==> config.mk <==
export PLATFORM = sky130hd
export DESIGN_NAME = temperature_excursion_classifier
export DESIGN_NICKNAME = d
export VERILOG_FILES = /design/src/rtl/tec_pkg.sv /design/src/rtl/temperature_excursion_classifier.sv /design/src/rtl/tec_cfg.sv /design/src/rtl/tec_stats.sv /design/src/rtl/tec_grade.sv
export SDC_FILE = /design/constraint.sdc
export NUM_CORES = 1
export LEC_CHECK = 0
export BUFFER_PORTS_ARGS = -buffer_cell sky130_fd_sc_hd__buf_2
export CAP_MARGIN = 20
export CORE_MARGIN = 5
export CORE_UTILIZATION = 61
export CTS_CLUSTER_DIAMETER = 30
export DETAILED_ROUTE_END_ITERATION = 10
export GPL_ROUTABILITY_DRIVEN = 0
export PLACE_DENSITY = 0.85
export REMOVE_ABC_BUFFERS = 1
export SYNTH_ARGS = -nofsm -noshare
export SYNTH_HDL_FRONTEND = slang
export SYNTH_SLANG_ARGS = --single-unit
export TNS_END_PERCENT = 30
==> constraint.sdc <==
create_clock -name clk -period 8.85 [get_ports clk]
set_input_delay 1.77 -clock clk [delete_from_list [all_inputs] [get_ports clk]]
set_output_delay 1.77 -clock clk [all_outputs]
set_load 0.02 [all_outputs]
==> src/rtl/tec_pkg.sv <==
// Package with types, register indexes and constants of the excursion classifier.
`timescale 1ns / 1ps
`default_nettype none

package tec_pkg;

    localparam int CFG_INDEX_W = 3;
    localparam int CFG_DATA_W  = 16;

    // Register indexes on the configuration port.
    typedef enum logic [CFG_INDEX_W-1:0] {
        REG_BAND_LOW         = 3'd0,
        REG_BAND_HIGH        = 3'd1,
        REG_WARN_MARGIN      = 3'd2,
        REG_CRIT_MARGIN      = 3'd3,
        REG_ALLOWED_MINUTES  = 3'd4,
        REG_DELIVERY_MINUTES = 3'd5,
        REG_INTERVAL_MINUTES = 3'd6
    } tec_reg_idx_t;

    // Severity codes.
    typedef enum logic [1:0] {
        SEV_NORMAL   = 2'd0,
        SEV_WARNING  = 2'd1,
        SEV_HIGH     = 2'd2,
        SEV_CRITICAL = 2'd3
    } tec_sev_t;

    // Register reset values.
    localparam logic signed [15:0] BAND_LOW_RST         = 16'sd32;
    localparam logic signed [15:0] BAND_HIGH_RST        = 16'sd128;
    localparam logic [14:0]        WARN_MARGIN_RST      = 15'd16;
    localparam logic [14:0]        CRIT_MARGIN_RST      = 15'd48;
    localparam logic [15:0]        ALLOWED_MINUTES_RST  = 16'd30;
    localparam logic [15:0]        DELIVERY_MINUTES_RST = 16'd180;
    localparam logic [7:0]         INTERVAL_MINUTES_RST = 8'd30;

    // Grading rule constants.
    localparam logic [15:0] DELIVERY_CRIT_LIMIT = 16'd120;
    localparam logic [15:0] EVENTS_CRIT         = 16'd3;
    localparam logic [15:0] EVENTS_HIGH         = 16'd2;
    localparam logic [15:0] COUNT_SAT           = 16'hFFFF;

    typedef struct packed {
        logic signed [15:0] temperature;
        logic               first;
    } tec_in_t;

    typedef struct packed {
        logic signed [15:0] sample_temp;
        logic signed [15:0] highest_temp;
        logic signed [15:0] lowest_temp;
        logic [15:0]        excursion_total;
        logic [15:0]        excursion_events;
        logic [1:0]         severity;
    } tec_out_t;

    typedef struct packed {
        logic signed [15:0] band_low;
        logic signed [15:0] band_high;
        logic [14:0]        warn_margin;
        logic [14:0]        crit_margin;
        logic [15:0]        allowed_minutes;
        logic [15:0]        delivery_minutes;
        logic [7:0]         interval_minutes;
    } tec_cfg_t;

    typedef struct packed {
        logic signed [15:0] min_seen;
        logic signed [15:0] max_seen;
        logic               was_outside;
        logic [15:0]        minutes_accum;
        logic [15:0]        event_count;
    } tec_state_t;

endpackage

`default_nettype wire

==> src/rtl/temperature_excursion_classifier.sv <==
// Top level of the temperature excursion classifier.
//
//   Channel   Direction  Handshake                    Payload
//   sample    in         sample_valid / sample_stall  tec_in_t  (temperature, first)
//   report    out        report_valid / report_stall  tec_out_t (statistics, severity)
//   cfg       in         cfg_write                    cfg_index, cfg_data
//
// A sample is taken into an input register; once the report register is free, the
// statistics update and the severity grading run in one pass and load the report
// register, whose valid flag then rises. The block takes one sample per cycle
// while the report side does not stall.
// The rate is set by the single statistics register, updated once per sample.
// Reset returns the statistics to zero and the registers to their defaults.
// A stalled report holds; the input register still takes a sample, and
// sample_stall rises only when both the input and the report registers are full.
`timescale 1ns / 1ps
`default_nettype none

module temperature_excursion_classifier
    import tec_pkg::*;
(
    input  wire logic                   clk,
    input  wire logic                   rst_n,
    input  wire logic                   sample_valid,
    output logic                        sample_stall,
    input  tec_in_t                     sample,
    output logic                        report_valid,
    input  wire logic                   report_stall,
    output tec_out_t                    report,
    input  wire logic                   cfg_write,
    input  wire logic [CFG_INDEX_W-1:0] cfg_index,
    input  wire logic [CFG_DATA_W-1:0]  cfg_data
);

    tec_cfg_t   cfg;
    tec_state_t stats;
    tec_sev_t   severity;

    logic     in_valid_reg;
    tec_in_t  in_data_reg;
    logic     report_valid_reg;
    tec_out_t report_reg;

    logic     report_free;
    logic     advance;
    logic     sample_take;

    // The report register can load when it is empty or its content is being
    // taken in this cycle.
    assign report_free  = !report_valid_reg || !report_stall;
    assign advance      = in_valid_reg && report_free;
    assign sample_stall = in_valid_reg && !report_free;
    assign sample_take  = sample_valid && !sample_stall;

    tec_cfg u_cfg (
        .clk       (clk),
        .rst_n     (rst_n),
        .cfg_write (cfg_write),
        .cfg_index (cfg_index),
        .cfg_data  (cfg_data),
        .cfg       (cfg)
    );

    tec_stats u_stats (
        .clk     (clk),
        .rst_n   (rst_n),
        .advance (advance),
        .item    (in_data_reg),
        .cfg     (cfg),
        .stats   (stats)
    );

    tec_grade u_grade (
        .stats    (stats),
        .cfg      (cfg),
        .severity (severity)
    );

    // Input register: holds one sample until the report register can take it.
    always_ff @(posedge clk or negedge rst_n)
    begin
        if (!rst_n)
            in_valid_reg <= 1'b0;
        else if (!sample_stall)
            in_valid_reg <= sample_valid;
    end

    always_ff @(posedge clk)
    begin
        if (sample_take)
            in_data_reg <= sample;
    end

    // Report register: loaded with the updated statistics and grade.
    always_ff @(posedge clk or negedge rst_n)
    begin
        if (!rst_n)
            report_valid_reg <= 1'b0;
        else if (report_free)
            report_valid_reg <= advance;
    end

    always_ff @(posedge clk)
    begin
        if (advance)
        begin
            report_reg.sample_temp      <= in_data_reg.temperature;
            report_reg.highest_temp     <= stats.max_seen;
            report_reg.lowest_temp      <= stats.min_seen;
            report_reg.excursion_total  <= stats.minutes_accum;
            report_reg.excursion_events <= stats.event_count;
            report_reg.severity         <= severity;
        end
    end

    assign report_valid = report_valid_reg;
    assign report       = report_reg;

endmodule

`default_nettype wire

==> src/rtl/tec_cfg.sv <==
// Configuration register file of the excursion classifier.
`timescale 1ns / 1ps
`default_nettype none

module tec_cfg
    import tec_pkg::*;
(
    input  wire logic                   clk,
    input  wire logic                   rst_n,
    input  wire logic                   cfg_write,
    input  wire logic [CFG_INDEX_W-1:0] cfg_index,
    input  wire logic [CFG_DATA_W-1:0]  cfg_data,
    output tec_cfg_t                    cfg
);

    tec_cfg_t cfg_reg;
    tec_cfg_t cfg_next;

    always_comb
    begin
        cfg_next = cfg_reg;
        if (cfg_write)
        begin
            case (tec_reg_idx_t'(cfg_index))
                REG_BAND_LOW:         cfg_next.band_low         = $signed(cfg_data);
                REG_BAND_HIGH:        cfg_next.band_high        = $signed(cfg_data);
                REG_WARN_MARGIN:      cfg_next.warn_margin      = cfg_data[14:0];
                REG_CRIT_MARGIN:      cfg_next.crit_margin      = cfg_data[14:0];
                REG_ALLOWED_MINUTES:  cfg_next.allowed_minutes  = cfg_data;
                REG_DELIVERY_MINUTES: cfg_next.delivery_minutes = cfg_data;
                REG_INTERVAL_MINUTES: cfg_next.interval_minutes = cfg_data[7:0];
                default:              cfg_next = cfg_reg;
            endcase
        end
    end

    always_ff @(posedge clk or negedge rst_n)
    begin
        if (!rst_n)
        begin
            cfg_reg.band_low         <= BAND_LOW_RST;
            cfg_reg.band_high        <= BAND_HIGH_RST;
            cfg_reg.warn_margin      <= WARN_MARGIN_RST;
            cfg_reg.crit_margin      <= CRIT_MARGIN_RST;
            cfg_reg.allowed_minutes  <= ALLOWED_MINUTES_RST;
            cfg_reg.delivery_minutes <= DELIVERY_MINUTES_RST;
            cfg_reg.interval_minutes <= INTERVAL_MINUTES_RST;
        end
        else
        begin
            cfg_reg <= cfg_next;
        end
    end

    assign cfg = cfg_reg;

endmodule

`default_nettype wire

==> src/rtl/tec_stats.sv <==
// Record statistics registers and their per-sample update.
`timescale 1ns / 1ps
`default_nettype none

module tec_stats
    import tec_pkg::*;
(
    input  wire logic clk,
    input  wire logic rst_n,
    input  wire logic advance,
    input  tec_in_t   item,
    input  tec_cfg_t  cfg,
    output tec_state_t stats
);

    tec_state_t state_reg;
    tec_state_t state_next;
    tec_state_t base;
    logic       outside;
    logic [16:0] minutes_sum;

    always_comb
    begin
        // A new record starts from this sample alone.
        if (item.first)
        begin
            base.min_seen      = item.temperature;
            base.max_seen      = item.temperature;
            base.was_outside   = 1'b0;
            base.minutes_accum = '0;
            base.event_count   = '0;
        end
        else
        begin
            base = state_reg;
            if (item.temperature < state_reg.min_seen)
                base.min_seen = item.temperature;
            if (item.temperature > state_reg.max_seen)
                base.max_seen = item.temperature;
        end

        outside     = (item.temperature < cfg.band_low) || (item.temperature > cfg.band_high);
        minutes_sum = {1'b0, base.minutes_accum} + {9'd0, cfg.interval_minutes};

        state_next             = base;
        state_next.was_outside = outside;
        if (outside)
        begin
            if (!base.was_outside && (base.event_count != COUNT_SAT))
                state_next.event_count = base.event_count + 16'd1;
            state_next.minutes_accum = minutes_sum[16] ? COUNT_SAT : minutes_sum[15:0];
        end
    end

    always_ff @(posedge clk or negedge rst_n)
    begin
        if (!rst_n)
            state_reg <= '0;
        else if (advance)
            state_reg <= state_next;
    end

    assign stats = state_next;

endmodule

`default_nettype wire

==> src/rtl/tec_grade.sv <==
// Severity grading of the updated record statistics.
`timescale 1ns / 1ps
`default_nettype none

module tec_grade
    import tec_pkg::*;
(
    input  tec_state_t stats,
    input  tec_cfg_t   cfg,
    output tec_sev_t   severity
);

    logic [16:0] mag;
    logic [17:0] allow_x3;
    logic        over_allow;
    logic        crit;
    logic        high;

    always_comb
    begin
        // Distance of the highest sample beyond the band.
        mag = '0;
        if (stats.max_seen > cfg.band_high)
            mag = 17'($signed({stats.max_seen[15], stats.max_seen})
                      - $signed({cfg.band_high[15], cfg.band_high}));
        else if (stats.max_seen < cfg.band_low)
            mag = 17'($signed({cfg.band_low[15], cfg.band_low})
                      - $signed({stats.max_seen[15], stats.max_seen}));

        allow_x3   = {2'b00, cfg.allowed_minutes} + {1'b0, cfg.allowed_minutes, 1'b0};
        over_allow = stats.minutes_accum > cfg.allowed_minutes;

        crit = (mag >= {2'b00, cfg.crit_margin})
            || ({2'b00, stats.minutes_accum} >= allow_x3)
            || ((stats.event_count >= EVENTS_CRIT) && over_allow)
            || ((cfg.delivery_minutes < DELIVERY_CRIT_LIMIT) && over_allow);

        high = (mag >= {1'b0, cfg.warn_margin, 1'b0})
            || (stats.minutes_accum >= cfg.allowed_minutes)
            || (stats.event_count >= EVENTS_HIGH);

        if (stats.minutes_accum == '0)
            severity = SEV_NORMAL;
        else if (crit)
            severity = SEV_CRITICAL;
        else if (high)
            severity = SEV_HIGH;
        else
            severity = SEV_WARNING;
    end

endmodule

`default_nettype wire

After elaboration in Yosys (flattened, before gate mapping). Index checks and enable logic that the tools add are counted.

Add/sub/neg operators: 5. $lt $le $gt $ge: 14. Equality and inequality tests: 7. Muxes and demuxes: 10. Reductions and logical operators: 27.

Operators by type and width (count): 65-bit two-way mux (1); 16-bit greater-than comparator (4); 16-bit two-way mux (4); 16-bit < comparator (3); 17-bit two-way mux (2); 16-bit by 16-bit subtractor with 17-bit output (2); 16-bit by 2-bit greater-or-equal comparator with 1-bit output (second input constant) (2); 32-bit two-way mux (1); 16-bit by 17-bit adder with 18-bit output (1); 16-bit by 18-bit greater-or-equal comparator with 1-bit output (1); 16-bit by 8-bit adder with 17-bit output (1); 17-bit by 15-bit greater-or-equal comparator with 1-bit output (1); 17-bit by 16-bit greater-or-equal comparator with 1-bit output (1); 16-bit by 1-bit adder with 16-bit output (second input constant) (1); 16-bit greater-or-equal comparator (1); 16-bit logical NOT (1); 16-bit by 7-bit < comparator with 1-bit output (second input constant) (1); 16-bit != test (second input constant) (1); 2-bit AND reduction (7); 3-bit == test (second input constant) (3); 1-bit logical OR (7); 3-bit by 2-bit == test with 1-bit output (second input constant) (2); 1-bit logical AND (6); 1-bit logical NOT (5); 3 further kinds (4).

Bits in registers: 268. Bits of input ports: 41. Logic and storage cells: 85.

Logic depth before layout (Yosys ltp).
Depth after elaboration: 12. Depth in mapped cells: 36. Gate-level depth less buffers: 33.

Hierarchy. Synthesis repeated with hierarchy kept, for this count alone.

Cell total of the unflattened synthesis: 1619. Area, all modules: 17364.2 um2.

Modules (own cells, without submodules): tec_stats (instances 1, cells an instance 684, area each 6047.0 um2, seq. area each 1626.6 um2); tec_grade (instances 1, cells an instance 604, area each 4302.9 um2, seq. area each 0.0 um2); tec_cfg (instances 1, cells an instance 224, area each 3948.8 um2, seq. area each 2573.7 um2); temperature_excursion_classifier (instances 1, cells an instance 107, area each 3065.4 um2, seq. area each 3022.9 um2).

Worst setup path before layout. Ideal clock, no wire load.

Path kind: register -> register. Start: register in_data_reg[8] (netlist name). End: register report_reg, in the netlist report[1] (data pin). Setup time: 0.259 ns. Arrival: 7.221 ns. Setup slack: 1.370 ns. Stages on the path, launching flop included: 34. Cell sequence: edfxtp_1 ha_1 nand4_2 or4_4 nand2_1 a21o_1 and2_1 clkbuf_1 buf_1 mux2i_1 inv_1 ha_1 a2111oi_0 a21oi_1 and4_1 a211o_1 o21bai_1 clkbuf_1 clkbuf_1 nor2_1 nor2_1 ha_1 nor2b_1 o21a_1 o21a_1 o21a_1 o21a_1 o21a_1 o21ai_0 a31oi_1 a211o_1 nor4_2 nand2_1 o31a_1.

RTL lines: start: declaration (line temperature_excursion_classifier.sv:40) `tec_in_t in_data_reg;`; start signal: assignment (line temperature_excursion_classifier.sv:91) `in_data_reg <= sample;`; end: declaration (line temperature_excursion_classifier.sv:42) `tec_out_t report_reg;`.

==> summary.txt <==
Global route
  – First-pass GRT wire length: 69590 µm
  – Total GRT Usage: 0.2763
  – Initial antenna violation count: 1
  – Largest net degree at the start of global routing: 94
  – Vias in the first global route: 13600
  – GRT overflow: 0

Timing
  – Clock Skews: 27.41 ps
  – # setup viols final: 0
  – Final Max Tran Viols: 0
  – Final TNS setup: 0 ps
  – Final worst slack: 522.0 ps
  – Max Freq: 120.1 MHz
  – Final hold violation count: 0
  – Slew headroom: 0.3584
  – Post-route minimum period: 8328 ps
  – Period Utilization, post-route: 0.9410
  – Tightest Pin Transition: 953.6 ps
  – Unrepaired setup endpoints after global routing: no

Critical path
  – CP Data Required Time: 9140 ps
  – Critical-path maximum fanout: 14
  – Critical Path Start Type: flip-flop
  – CP most frequent cell: o21a_1
  – Crit-path max cell delay: 770 ps
  – CP max stage cell: a2111oi_1
  – WS Path Type: flip-flop to flip-flop
  – CP startpoint: in_data_reg[14]$_DFFE_PP_
  – Worst Path Arrival: 8620 ps
  – Worst setup EP type: flip-flop
  – RR Startpoint: in_data_reg[14]$_DFFE_PP_

Clock network
  – TritonCTS clock tree: built
  – Clk Latency, worst-skew pair: 560 ps
  – Worst-case clock buffer depth: 3
  – Num CTS Buffers: 56
  – CTS root buf: clkbuf_16
  – Clk slew on worst S/H paths: 50 ps
  – CTS sink cnt: 265
  – Htree depth: 2

Route
  – DR WL met3: 3131 µm
  – DR vias: 13560
  – Met2 wire length: 20050 µm
  – Detailed Route Iter0 Violations: 1524
  – WL met1: 18310 µm
  – DR WL/cell: 19.36 µm
  – Top sig layer: met5
  – Routed wire length: 43010 µm
  – Post-DRT Antenna Nets: 0
  – Drt drc: 0
  – Via density: 6.100
  – First-pass iteration count of the detailed router: 6

Cells and area
  – Final nets: 2059
  – Register area: 7147 µm²
  – Max reg flops: 99
  – Commonest non-fill, non-tap cell in the layout: nand2_1
  – Ant diodes: 0
  – Area Growth Syn to Fin: 17.69%
  – # fillers: 1782
  – Commonest cells after routing, fill and taps aside: nand2_1, ha_1, inv_1, dfrtp_1, o21ai_0
  – Proportion of layout cells with a drive suffix above 1: 0.1882
  – Multi-input gate area: 8722 µm²

Floorplan
  – Die X: 175.4 µm
  – Die Y: 175.4 µm
  – Core area: 26950 µm²
  – Die area: 30750 µm²
  – IO Count: 125
  – Core Rows: 60
  – Initial core utilization: 0.6188

Job
  – Max-cap violations: 0

Logic synthesis
  – Synth Area per Inst: 9.881 µm²
  – Synth unique cells: 78
  – Ys Warns: 0
  – Seq/Total Area, Yosys: 0.4285
  – Number of flops mapped to enable cells by yosys: 99
  – #FFs+latches synth: 265
  – Syn Inst Count: 1688
  – Synth Cell Area: 16680 µm²
  – Fraction of registers with async set/reset: 0.6264
  – Top_reg_cell synth: dfrtp_1

Power
  – P per Cell Area: 328.5 nW/µm²
  – Leakage: 9.075 nW
  – Worst IR Drop VDD: 0.0001822 V

Place
  – Port-buffer cells: 124
  – Dpl hpwl: 30400 µm
  – Pre-CTS setup slack: 503.1 ps

Min path
  – Hold Path Class: flip-flop to flip-flop
  – Hold Path Origin: u_stats.state_reg[20]$_DFFE_PN0P_

Status
  – Outcome: completed
## logic make-up after synthesis
group                      after synthesis  share of synthesized area
and+or+nand+nor                        464                     0.1341
AOI/OAI and AO/OA                      391                     0.1503
DFF                                    265                     0.4285
buffers and inverters                  221                    0.04996
adders and majority gates              187                     0.1407
muxes                                   95                    0.06242
xor gates and xnor gates                65                    0.03413
## cell type report
| type | count | area share |
|---|---|---|
| Clock inverter | 37 | 0.02180 |
| Tap cell | 341 | 0.02174 |
| Sequential cell | 265 | 0.3641 |
| Multi-Input combinational cell | 1202 | 0.4444 |
| Clock buffer | 67 | 0.07777 |
| Inverter | 173 | 0.03334 |
| Timing Repair Buffer | 137 | 0.03691 |
## synth_stat cells (7+ instances only)
cell / count / area, µm²
a2111oi_0: 7 / 61.31
a211oi_1: 8 / 60.06
a21o_1: 42 / 315.3
a21oi_1: 68 / 340.3
a31oi_1: 11 / 68.82
and2_1: 9 / 56.30
and3_1: 12 / 75.07
clkbuf_1: 45 / 168.9
dfrtp_1: 150 / 3754
dfstp_2: 16 / 420.4
edfxtp_1: 99 / 2973
ha_1: 181 / 2265
inv_1: 170 / 638.1
mux2_2: 72 / 810.8
mux2i_1: 23 / 230.2
nand2_1: 201 / 754.5
nand2b_1: 21 / 131.4
nand3_1: 25 / 125.1
nand4_1: 26 / 162.7
nor2_1: 65 / 244.0
nor2b_1: 37 / 231.5
nor3_1: 22 / 110.1
nor4_1: 11 / 68.82
o211ai_1: 7 / 52.55
o21a_1: 20 / 150.1
o21ai_0: 145 / 725.7
o21bai_1: 8 / 60.06
o22ai_1: 14 / 87.58
o31ai_1: 7 / 52.55
or2_2: 7 / 43.79
xnor2_1: 42 / 367.9
xor2_1: 23 / 201.4
## power breakdown
part           internal (mW)  switching [mW]  total [mW]
combinational           1.08            1.52        2.60
sequential              1.57           0.157        1.73
clock                   1.42           0.703        2.12
total                   4.07            2.38        6.45
## through the flow
stage               power (mW)  cells  hold slack, ps  utilization  cell area (µm²)
floorplan                3.553   1640           442.2            -            16500
global placement         4.101   2118           456.8       0.6558            17670
detailed placement       4.232   2118           468.3       0.6558            17670
CTS                      6.412   2222           479.3       0.7283            19630
global route             6.832   2222           498.1       0.7283            19630
finish                   6.448   2222           475.0       0.7283            19630
## worst max-delay path, delay by kind of cell (launching register included)
| family | cells | cell delay (ps) |
|---|---|---|
| fa+ha+maj | 3 | 940 |
| buf+inv | 3 | 450 |
| compound gates | 15 | 3710 |
| mux | 1 | 340 |
| simple gates | 9 | 2120 |
| flops | 1 | 510 |
## per-layer routing
metal  track usage  vias to the layer above
met3       0.04628                      122
met4       0.09624                        2
met5             0                        -
li1              -                     6337
met1        0.3757                     6483
met2        0.4524                      611
## timing repair
action	CTS	global route
gates resized for setup	0	1
hold buffers	0	0
endpoints found under the setup margin	0	2
buffers inserted	0	0
## path summary, 6_finish.rpt
kind | slack [ps] | end | cells after the start
setup / recovery | 520 | report[1]$_SDFFCE_PN0P_ | 31
hold / removal | 480 | u_stats.state_reg[20]$_DFFE_PN0P_ | 2
setup reg to reg | 520 | report[1]$_SDFFCE_PN0P_ | 31
hold reg to reg | 480 | u_stats.state_reg[20]$_DFFE_PN0P_ | 2
max in group asynchronous | 6050 | u_stats.state_reg[15]$_DFFE_PN0P_ | 2
min in group asynchronous | 1310 | u_cfg.cfg[34]$_DFFE_PN0P_ | 1
Note: power is estimated with default switching activity, not from simulation.
